$ cat src/rtl/pws_pkg.sv
`timescale 1ns / 1ps
`default_nettype none

package pws_pkg;

  localparam int unsigned TIMER_WIDTH_DEF = 16;
  localparam int unsigned WEIGHT_W        = 8;
  localparam int unsigned WIDTH_W         = 16;
  localparam int unsigned DENOM_W         = WEIGHT_W + 1;
  localparam int unsigned PROD_W          = WEIGHT_W + WIDTH_W;
  localparam int unsigned NUM_W           = PROD_W + 1;
  localparam int unsigned ADDR_W          = 4;
  localparam int unsigned DATA_W          = 32;

  localparam logic [WEIGHT_W-1:0] OLD_WEIGHT_RST = 8'd1;
  localparam logic [WEIGHT_W-1:0] NEW_WEIGHT_RST = 8'd1;
  localparam logic [WIDTH_W-1:0]  MIN_WIDTH_RST  = 16'd800;
  localparam logic [WIDTH_W-1:0]  MAX_WIDTH_RST  = 16'd2200;

  localparam logic [1:0] REG_OLD_WEIGHT = 2'd0;
  localparam logic [1:0] REG_NEW_WEIGHT = 2'd1;
  localparam logic [1:0] REG_MIN_WIDTH  = 2'd2;
  localparam logic [1:0] REG_MAX_WIDTH  = 2'd3;

  typedef struct packed {
    logic               start;
    logic [NUM_W-1:0]   dividend;
    logic [DENOM_W-1:0] divisor;
  } div_req_t;

  typedef struct packed {
    logic               done;
    logic [WIDTH_W-1:0] quotient;
  } div_resp_t;

endpackage

`default_nettype wire

$ cat src/rtl/pws_div.sv
`timescale 1ns / 1ps
`default_nettype none

// Restoring divider, one quotient bit per cycle. The quotient is known to fit
// in WIDTH_W bits, so the top bits of the dividend seed the remainder.
module pws_div (
  input  wire logic          clk_i,
  input  wire logic          rst_ni,
  input  wire pws_pkg::div_req_t req_i,
  output pws_pkg::div_resp_t resp_o
);

  localparam int unsigned QW   = pws_pkg::WIDTH_W;
  localparam int unsigned DW   = pws_pkg::DENOM_W;
  localparam int unsigned CNTW = $clog2(QW);

  logic [DW-1:0]   rem_q, rem_d;
  logic [DW-1:0]   div_q, div_d;
  logic [QW-1:0]   sh_q, sh_d;
  logic [CNTW-1:0] cnt_q, cnt_d;
  logic            busy_q, busy_d;
  logic            done_q, done_d;
  logic [DW+1:0]   trial;

  assign trial = {1'b0, rem_q, sh_q[QW-1]} - {2'b00, div_q};

  always_comb begin
    rem_d  = rem_q;
    div_d  = div_q;
    sh_d   = sh_q;
    cnt_d  = cnt_q;
    busy_d = busy_q;
    done_d = 1'b0;
    if (req_i.start) begin
      rem_d  = req_i.dividend[pws_pkg::NUM_W-1:QW];
      sh_d   = req_i.dividend[QW-1:0];
      div_d  = req_i.divisor;
      cnt_d  = '0;
      busy_d = 1'b1;
    end else if (busy_q) begin
      if (trial[DW+1]) begin
        rem_d = {rem_q[DW-2:0], sh_q[QW-1]};
        sh_d  = {sh_q[QW-2:0], 1'b0};
      end else begin
        rem_d = trial[DW-1:0];
        sh_d  = {sh_q[QW-2:0], 1'b1};
      end
      cnt_d = cnt_q + 1'b1;
      if (cnt_q == {CNTW{1'b1}}) begin
        busy_d = 1'b0;
        done_d = 1'b1;
      end
    end
  end

  always_ff @(posedge clk_i or negedge rst_ni) begin
    if (!rst_ni) begin
      cnt_q  <= '0;
      busy_q <= 1'b0;
      done_q <= 1'b0;
    end else begin
      cnt_q  <= cnt_d;
      busy_q <= busy_d;
      done_q <= done_d;
    end
  end

  always_ff @(posedge clk_i) begin
    rem_q <= rem_d;
    div_q <= div_d;
    sh_q  <= sh_d;
  end

  assign resp_o.done     = done_q;
  assign resp_o.quotient = sh_q;

endmodule

`default_nettype wire

$ cat src/rtl/pulse_width_smoother_core.sv
`timescale 1ns / 1ps
`default_nettype none

// Pulse width smoother: one pin sample per request, one result per request.
// A sample that does not end an accepted high pulse passes from acceptance
// through the done state to the result. A sample that ends an accepted pulse
// takes the long path: two passes through a shared 8x16 multiplier build the
// weighted sum, then a restoring divider retires one quotient bit per cycle. The
// input stalls from acceptance until the result is in the output register;
// a result waiting there does not block the next sample.
module pulse_width_smoother_core #(
  parameter int unsigned TIMER_WIDTH = pws_pkg::TIMER_WIDTH_DEF
) (
  input  wire logic                         clk_i,
  input  wire logic                         rst_ni,
  input  wire logic                         in_valid_i,
  output logic                              in_stall_o,
  input  wire logic                         pin_level_i,
  output logic                              out_valid_o,
  input  wire logic                         out_stall_i,
  output logic [pws_pkg::WIDTH_W-1:0]       smoothed_width_o,
  output logic                              updated_o,
  output logic                              rejected_o,
  input  wire logic                         psel_i,
  input  wire logic                         penable_i,
  input  wire logic                         pwrite_i,
  input  wire logic [pws_pkg::ADDR_W-1:0]   paddr_i,
  input  wire logic [pws_pkg::DATA_W-1:0]   pwdata_i,
  output logic [pws_pkg::DATA_W-1:0]        prdata_o,
  output logic                              pready_o
);

  localparam int unsigned WW   = pws_pkg::WEIGHT_W;
  localparam int unsigned AW   = pws_pkg::WIDTH_W;
  localparam int unsigned CMPW = (TIMER_WIDTH > AW) ? TIMER_WIDTH : AW;
  localparam logic [TIMER_WIDTH-1:0] TICK_MAX = {TIMER_WIDTH{1'b1}};

  typedef enum logic [4:0] {
    ST_IDLE    = 5'b00001,
    ST_MUL_OLD = 5'b00010,
    ST_MUL_NEW = 5'b00100,
    ST_DIV     = 5'b01000,
    ST_DONE    = 5'b10000
  } state_e;

  state_e state_q, state_d;

  logic [WW-1:0] old_weight_q, new_weight_q;
  logic [AW-1:0] min_width_q, max_width_q;

  logic                   last_level_q, last_level_d;
  logic [TIMER_WIDTH-1:0] elapsed_q, elapsed_d;
  logic [AW-1:0]          avg_q, avg_d;
  logic [AW-1:0]          width_q, width_d;
  logic [pws_pkg::PROD_W-1:0] acc_q, acc_d;
  logic                   upd_q, upd_d, rej_q, rej_d;

  logic                   out_valid_q, out_valid_d;
  logic [AW-1:0]          out_width_q, out_width_d;
  logic                   out_upd_q, out_upd_d, out_rej_q, out_rej_d;

  logic                   cfg_wr;
  logic                   accept;
  logic [TIMER_WIDTH-1:0] ticks_inc;
  logic [CMPW-1:0]        ticks_ext;
  logic                   edge_seen, falling, in_window;
  logic [pws_pkg::DENOM_W-1:0] denom;
  logic [WW-1:0]          mul_a;
  logic [AW-1:0]          mul_b;
  logic [pws_pkg::PROD_W-1:0]  prod;
  logic                   out_free;

  pws_pkg::div_req_t  div_req;
  pws_pkg::div_resp_t div_resp;

  // configuration port
  assign pready_o = 1'b1;
  assign cfg_wr   = psel_i & penable_i & pwrite_i;

  always_ff @(posedge clk_i or negedge rst_ni) begin
    if (!rst_ni) begin
      old_weight_q <= pws_pkg::OLD_WEIGHT_RST;
      new_weight_q <= pws_pkg::NEW_WEIGHT_RST;
      min_width_q  <= pws_pkg::MIN_WIDTH_RST;
      max_width_q  <= pws_pkg::MAX_WIDTH_RST;
    end else if (cfg_wr) begin
      unique case (paddr_i[3:2])
        pws_pkg::REG_OLD_WEIGHT: old_weight_q <= pwdata_i[WW-1:0];
        pws_pkg::REG_NEW_WEIGHT: new_weight_q <= pwdata_i[WW-1:0];
        pws_pkg::REG_MIN_WIDTH:  min_width_q  <= pwdata_i[AW-1:0];
        pws_pkg::REG_MAX_WIDTH:  max_width_q  <= pwdata_i[AW-1:0];
        default: ;
      endcase
    end
  end

  always_comb begin
    unique case (paddr_i[3:2])
      pws_pkg::REG_OLD_WEIGHT: prdata_o = {{(pws_pkg::DATA_W-WW){1'b0}}, old_weight_q};
      pws_pkg::REG_NEW_WEIGHT: prdata_o = {{(pws_pkg::DATA_W-WW){1'b0}}, new_weight_q};
      pws_pkg::REG_MIN_WIDTH:  prdata_o = {{(pws_pkg::DATA_W-AW){1'b0}}, min_width_q};
      pws_pkg::REG_MAX_WIDTH:  prdata_o = {{(pws_pkg::DATA_W-AW){1'b0}}, max_width_q};
      default:                 prdata_o = '0;
    endcase
  end

  // sample decode
  assign in_stall_o = (state_q != ST_IDLE);
  assign accept     = in_valid_i & ~in_stall_o;
  assign ticks_inc  = (elapsed_q == TICK_MAX) ? elapsed_q : elapsed_q + 1'b1;
  assign ticks_ext  = CMPW'(ticks_inc);
  assign edge_seen  = pin_level_i ^ last_level_q;
  assign falling    = edge_seen & ~pin_level_i;
  assign in_window  = (ticks_ext > CMPW'(min_width_q)) & (ticks_ext < CMPW'(max_width_q));
  assign denom      = {1'b0, old_weight_q} + {1'b0, new_weight_q};

  // shared multiplier
  assign mul_a = (state_q == ST_MUL_OLD) ? old_weight_q : new_weight_q;
  assign mul_b = (state_q == ST_MUL_OLD) ? avg_q : width_q;
  assign prod  = mul_a * mul_b;

  assign div_req.start    = (state_q == ST_MUL_NEW);
  assign div_req.dividend = {1'b0, acc_q} + {1'b0, prod};
  assign div_req.divisor  = denom;

  pws_div u_div (
    .clk_i  (clk_i),
    .rst_ni (rst_ni),
    .req_i  (div_req),
    .resp_o (div_resp)
  );

  assign out_free = ~out_valid_q | ~out_stall_i;

  always_comb begin
    state_d      = state_q;
    last_level_d = last_level_q;
    elapsed_d    = elapsed_q;
    avg_d        = avg_q;
    width_d      = width_q;
    acc_d        = acc_q;
    upd_d        = upd_q;
    rej_d        = rej_q;
    out_valid_d  = out_valid_q & out_stall_i;
    out_width_d  = out_width_q;
    out_upd_d    = out_upd_q;
    out_rej_d    = out_rej_q;
    unique case (state_q)
      ST_IDLE: begin
        if (accept) begin
          last_level_d = pin_level_i;
          elapsed_d    = edge_seen ? '0 : ticks_inc;
          width_d      = ticks_ext[AW-1:0];
          upd_d        = 1'b0;
          rej_d        = 1'b0;
          if (falling && in_window && (denom != '0)) begin
            state_d = ST_MUL_OLD;
          end else begin
            rej_d   = falling;
            state_d = ST_DONE;
          end
        end
      end
      ST_MUL_OLD: begin
        acc_d   = prod;
        state_d = ST_MUL_NEW;
      end
      ST_MUL_NEW: begin
        state_d = ST_DIV;
      end
      ST_DIV: begin
        if (div_resp.done) begin
          avg_d   = div_resp.quotient;
          upd_d   = 1'b1;
          state_d = ST_DONE;
        end
      end
      ST_DONE: begin
        if (out_free) begin
          out_valid_d = 1'b1;
          out_width_d = avg_q;
          out_upd_d   = upd_q;
          out_rej_d   = rej_q;
          state_d     = ST_IDLE;
        end
      end
      default: state_d = ST_IDLE;
    endcase
  end

  always_ff @(posedge clk_i or negedge rst_ni) begin
    if (!rst_ni) begin
      state_q      <= ST_IDLE;
      last_level_q <= 1'b0;
      elapsed_q    <= '0;
      avg_q        <= '0;
      out_valid_q  <= 1'b0;
    end else begin
      state_q      <= state_d;
      last_level_q <= last_level_d;
      elapsed_q    <= elapsed_d;
      avg_q        <= avg_d;
      out_valid_q  <= out_valid_d;
    end
  end

  always_ff @(posedge clk_i) begin
    width_q     <= width_d;
    acc_q       <= acc_d;
    upd_q       <= upd_d;
    rej_q       <= rej_d;
    out_width_q <= out_width_d;
    out_upd_q   <= out_upd_d;
    out_rej_q   <= out_rej_d;
  end

  assign out_valid_o      = out_valid_q;
  assign smoothed_width_o = out_width_q;
  assign updated_o        = out_upd_q;
  assign rejected_o       = out_rej_q;

endmodule

`default_nettype wire

$ cat config.mk
export PLATFORM = sky130hd
export DESIGN_NAME = pulse_width_smoother_core
export DESIGN_NICKNAME = d
export VERILOG_FILES = /design/src/rtl/pws_pkg.sv /design/src/rtl/pws_div.sv /design/src/rtl/pulse_width_smoother_core.sv
export SDC_FILE = /design/constraint.sdc
export NUM_CORES = 1
export LEC_CHECK = 0
export BUFFER_PORTS_ARGS = -buffer_cell sky130_fd_sc_hd__clkbuf_2
export CAP_MARGIN = 20
export CORE_AREA = 3 3 195 197
export DETAILED_ROUTE_END_ITERATION = 6
export DIE_AREA = 0 0 198 200
export PLACE_DENSITY_LB_ADDON = 0.25
export SKIP_LAST_GASP = 1
export SLEW_MARGIN = 20
export SYNTH_ARGS = -nofsm -noshare
export SYNTH_HDL_FRONTEND = slang
export SYNTH_SLANG_ARGS = --single-unit
export TNS_END_PERCENT = 30
$ cat constraint.sdc
create_clock -name clk_i -period 15.2 [get_ports clk_i]
set_input_delay 3.04 -clock clk_i [delete_from_list [all_inputs] [get_ports clk_i]]
set_output_delay 3.04 -clock clk_i [all_outputs]
set_load 0.05 [all_outputs]
# Yosys cells after proc, flatten, opt, wreduce, memory -nomap -nowiden
# Cells that the tools add are included.
dict set report totals {
  regBits 187
  romBits 0
  mem_bits_rw 0
  out_inout_bits 53
  elab_cells 100
  input_bits 44
  latchBits 0
  mem_count 0
}
dict set report op_classes {
  reduce_logical 15
  multipliers 1
  magnitude_cmp 2
  div 0
  addsub 5
  eq_ne 14
  mux 29
  shifts 0
  n_bitwise 12
}
# op count
set ops {}
lappend ops {{$pmux W32 S4} 1}
lappend ops {{$mux W16} 5}
lappend ops {{$mux W9} 3}
lappend ops {{$add A24 B24 Y25} 1}
lappend ops {{$pmux W5 S5} 1}
lappend ops {{$mul A8 B16 Y24} 1}
lappend ops {{$mux W5} 4}
lappend ops {{$add A16 B1 Y16 const B} 1}
lappend ops {{$eq A16 B16 Y1 const B} 1}
lappend ops {{$gt A16 B16 Y1} 1}
lappend ops {{$lt A16 B16 Y1} 1}
lappend ops {{$reduce_and A2 Y1} 7}
lappend ops {{$mux W1} 11}
lappend ops {{$sub A10 B9 Y11} 1}
lappend ops {{$add A8 B8 Y9} 1}
lappend ops {{$reduce_bool A9 Y1} 1}
lappend ops {{$mux W4} 2}
lappend ops {{$mux W8} 1}
lappend ops {{$and A1 B1 Y1} 6}
lappend ops {{$reduce_and A3 Y1} 2}
lappend ops {{$eq A5 B1 Y1 const B} 1}
lappend ops {{$eq A5 B2 Y1 const B} 1}
lappend ops {{$eq A5 B3 Y1 const B} 1}
lappend ops {{$eq A5 B4 Y1 const B} 1}
lappend ops {{15 further kinds} 22}

# Logic depth before layout (Yosys ltp)
dict set report depth {
  ltp_word 9
  ltp_mapped 30
  ltp_nobuf 29
}

# Hierarchy
# Synthesis repeated with hierarchy kept, for this count alone.
dict set report hier_totals {
  cells_unflattened 1417
  hier_area_um2 14696.6
}
# mod instances cells_per_inst area_each_um2 seq_area_each_um2
set by_module_without_submodules {}
lappend by_module_without_submodules {pulse_width_smoother_core 1 1247 12545.8 3991.3}
lappend by_module_without_submodules {pws_div 1 170 2150.8 1171.1}

# Worst setup path before layout
# Ideal clock, no wire load.
dict set report synth_path {
  kind {input to output}
  start {in paddr_i[2] in the netlist's numbering}
  end {out prdata_o[12] in the netlist's numbering}
  n_path_buf 2
  arrival_time_ns 4.656
  stages 4
  required_time_ns 12.160
  slack_ns 7.504
  cell_sequence {clkbuf_1 -> buf_1 -> mux2i_1 -> nor2b_1}
}
dict set report synth_between {
  elab_chain_cells 2
  elab_cells_between_ends 5
  cone_classes {eq/ne (3); mux (1); reduce/logical (1)}
}
# element line
set synth_lines {}
lappend synth_lines {{start: declaration} pulse_width_smoother_core.sv:27} ;# input wire logic [pws_pkg::ADDR_W-1:0] paddr_i,
lappend synth_lines {{$eq A2 B2 Y1 (tied with other cells)} pulse_width_smoother_core.sv:98} ;# unique case (paddr_i[3:2])
lappend synth_lines {{$pmux W32 S4 *} pulse_width_smoother_core.sv:98}
lappend synth_lines {{end: declaration} pulse_width_smoother_core.sv:29} ;# output logic [pws_pkg::DATA_W-1:0] prdata_o,
# Mark *: on every way between the ends. The rest lies on a longest branch, timed or not. The select of a mux whose other input is x is not followed.

# Final worst setup path
dict set report layout_path {
  start {reg state_q[0]}
  end {reg u_div.rem_q[7] (data pin)}
}
dict set report layout_between {
  elab_chain_cells 5
  elab_cells_between_ends 7
  cone_classes {add/sub (1); mul (1); eq/ne (2); mux (3)}
}
# element line
set layout_lines {}
lappend layout_lines {{start: declaration} pulse_width_smoother_core.sv:46} ;# state_e state_q, state_d;
lappend layout_lines {{start signal: assignment} pulse_width_smoother_core.sv:199} ;# state_q <= state_d;
lappend layout_lines {{$eq A5 B2 Y1 *} {pulse_width_smoother_core.sv:118, pulse_width_smoother_core.sv:119}}
lappend layout_lines {{$mux W8 or $mux W16 (tied branches)} {pulse_width_smoother_core.sv:118, pulse_width_smoother_core.sv:119}}
lappend layout_lines {{$mul A8 B16 Y24 *} pulse_width_smoother_core.sv:120} ;# assign prod = mul_a * mul_b;
lappend layout_lines {{named net prod, one bit} pulse_width_smoother_core.sv:70} ;# logic [pws_pkg::PROD_W-1:0] prod;
lappend layout_lines {{$add A24 B24 Y25 *} pulse_width_smoother_core.sv:123} ;# assign div_req.dividend = {1'b0, acc_q} + {1'b0, prod};
lappend layout_lines {{$mux W9 *} pws_div.sv:34} ;# if (req_i.start) begin
lappend layout_lines {{named net u_div.rem_d[7]} pws_div.sv:17} ;# logic [DW-1:0] rem_q, rem_d;
lappend layout_lines {{end signal: assignment} pws_div.sv:69} ;# rem_q <= rem_d;
lappend layout_lines {{end: declaration} pws_div.sv:17}
# Mark *: on every way through the listed nets, which the timed path passes. The rest lies on a longest branch.
# A chain may end at the register's enable or synchronous reset.

==> flow_metrics.tcl <==
set metrics [dict create \
    status "complete, no violations" \
    max_cap_viol_count 0 \
    detailedRoute.firstIterationViolations 563 \
    grt_setup_unrepaired "no" \
    clock_latency_ns 0.46 \
    grt_pass1_vias 10400 \
    starting_density_pct 39.6 \
    wire_per_inst_um 17.1 \
    synth_cells 1430 \
    yosysSeqAreaShare_pct 35.7 \
    grt_start_max_net_pins 58 \
    ys_dominant_reg_cell "sky130_fd_sc_hd__edfxtp_1" \
    filler_cell_count 3504 \
    nets 1737 \
    design.portCount 97 \
    ys_warn_count 0 \
    globalRouteTotalUtil_pct 17.7 \
    number_of_slew_limit_violations_in_the_final_report 0 \
    antenna_found_initial 0 \
    floorplan.core_area_um2 36400 \
    clk_root_buffer_cell "sky130_fd_sc_hd__clkbuf_16" \
    cts_buffers 17 \
    synthToLayoutAreaGrowth_pct 9.78 \
    min-delay-path-class "reg2reg" \
    vias 10200 \
    worst_path_max_delay_cell "sky130_fd_sc_hd__mux2i_1" \
    async_reset_ff_share_pct 49.7 \
    finalClockSkew_ns 0.0155 \
    hold_violations 0 \
    setup-tns-final_ns 0 \
    insertedDiodeCount 0 \
    finalCoreUtilization_pct 43.5 \
    multi_input_area_um2 8450 \
    timing.final.crit_share_pct 52.5 \
    placement_rows 70 \
    post-cts-setup-buffer-count 0 \
    cts-resized-gates 0 \
    totalWireLength_um 33700 \
    chipHeight_um 200 \
    drt_drc_violations_left 0 \
    ant_nets 0 \
    worst_slew_margin_rel_pct 32.8 \
    yosysUniqueCellTypes 72 \
    finalWeightedCongestion 0.915 \
    drt-vias-per-instance 5.20 \
    report.final.setup_viol 0 \
    worstPathMaxFanout 32 \
    timing.final.crit_period_ns 7.99 \
    synth.cell_area_um2 14400 \
    final_layout_size_suffix_gt1_share_pct 13.8 \
    worst_path_largest_cell_delay_ns 0.86 \
    cts_tree "done" \
    cts-root-to-sink-buffers 2 \
    clock.fmax_mhz 125 \
    area_taken_by_flip_flops_and_latches_um2 5160 \
    chipWidth_um 198 \
    transition_time_at_the_pin_with_the_least_slew_margin_ns 1.00 \
    placement.io_buffers 61 \
    synth-seq-cells 187 \
    clkSinkCount 187 \
    grt.overflow.total 0 \
    h_tree_level_count 4 \
    setup_crit_end_kind "flip-flop" \
    number_of_detailed_route_iterations_in_the_first_pass 5 \
    syn_avg_cell_area_um2 10.1 \
    cts_hold_buf 0 \
    cpMostUsedCell "sky130_fd_sc_hd__fa_1" \
    synth_edf_count 94 \
    timing.critical_path.arrival_ns 8.17 \
    timing.setup.critical_path_class "reg2reg" \
    clkTransAtPathRegs_ns 0.08 \
    global_route_wire_length_before_repair_um 54600 \
    design.die.area_um2 39600 \
    post_detail_place_hpwl_um 26500 \
    critPathLaunchType "flip-flop" \
    worstPathRequired_ns 15.38 \
]
Yosys cell counts, drive strengths merged (10+ instances only):
library cell  number  share of area [%]
a211oi            11               0.57
a21o              23                1.2
a21oi             61                2.1
buf               24                1.1
clkbuf            30               0.78
dfrtp             83                 14
dfstp             10                1.8
edfxtp            94                 20
fa                87                 12
ha               119                 10
inv              165                4.3
mux2              49                3.8
mux2i             38                2.6
nand2            130                3.4
nand2b            24                1.0
nand3             15               0.52
nand4             16               0.74
nor2             133                3.5
nor2b             24                1.0
nor3              16               0.55
o21ai             67                2.3
o31ai             14               0.73
or2               17               0.74
or3               12               0.52
xnor2             38                2.4
xor2              19                1.2
cell usage in the layout, fill, tap and decap left out, drive strengths merged, types with 15 or more instances in the layout:
cell type / instances
a21o: 23
a21oi: 61
buf: 17
clkbuf: 77
conb: 17
dfrtp: 83
edfxtp: 94
fa: 87
ha: 119
inv: 172
mux2: 49
mux2i: 38
nand2: 130
nand2b: 24
nand3: 15
nand4: 16
nor2: 133
nor2b: 24
nor3: 16
o21ai: 67
or2: 17
xnor2: 38
xor2: 19
path summary, 6_finish.rpt:
path                            startpoint        endpoint  slack, ns  cells after the start
worst max register to register  state_q[0]  u_div.rem_q[7]       7.21                     26
max in group asynchronous           rst_ni  u_div.cnt_q[2]      11.48                      2
worst max-delay path            state_q[0]  u_div.rem_q[7]       7.21                     26
min in group asynchronous           rst_ni  max_width_q[9]       2.56                      1
worst min-delay path                 rej_q      rejected_o       0.48                      0
worst min register to register       rej_q      rejected_o       0.48                      0
layer usage:
metal | up-vias | part of all wire, % | wire length (µm) | GRT usage (%)
met5 | - | 0 | 0 | 0
met4 | 0 | 1.6 | 529 | 4.51
met3 | 36 | 4.8 | 1630 | 4.26
met2 | 188 | 48 | 16200 | 30.1
met1 | 5020 | 46 | 15300 | 22.9
li1 | 4993 | - | - | -
cells by family after synthesis:
kind of cell               synth area share, %
and+or+nand+nor                           13.8
AOI/OAI and AO/OA                         10.5
buffers and inverters                     6.25
adders and majority gates                 22.4
DFF                                       35.7
muxes                                     7.70
xor gates and xnor gates                  3.59
other                                   0.0520
final cells by class:
type,count,area share (%)
Inverter,167,3.95
Clock buffer,17,2.68
Tap cell,468,3.69
Clock inverter,15,1.10
Multi-Input combinational cell,1037,53.3
Timing Repair Buffer,77,2.70
Sequential cell,187,32.6
state kept, by name (all words and copies together) (netlist names), 16 cells and up:
| register | cells |
|---|---|
| max_width_q | 16 |
| elapsed_q | 16 |
| smoothed_width_o | 16 |
| width_q | 16 |
| min_width_q | 16 |
| acc_q | 24 |
| u_div.sh_q | 16 |
| avg_q | 16 |
worst max-delay path, delay by kind of cell, from the launching register on:
family	cells	cell delay (ns)
AND/OR/NAND/NOR	6	0.82
AO/OA/AOI/OAI	9	1.94
adder cells (fa/ha/maj)	6	2.84
flip-flops	1	0.56
multiplexers	2	1.03
buffers and inverters	3	0.50
stage by stage:
step / hold slack (ns) / worst slack (ns) / std cells / area, µm²
6_report: 0.479 / 7.21 / 1968 / 15900
3_5_place_dp: 0.457 / 7.38 / 1936 / 15300
5_1_grt: 0.484 / 6.85 / 1968 / 15900
4_1_cts: 0.477 / 7.34 / 1968 / 15900
3_3_place_gp: 0.446 / 7.45 / 1936 / 15300
2_1_floorplan: 0.400 / 7.50 / 1445 / 14500
Power is not shown: default switching activity piles up to over one toggle a cycle in this logic, so the estimate is an artifact.
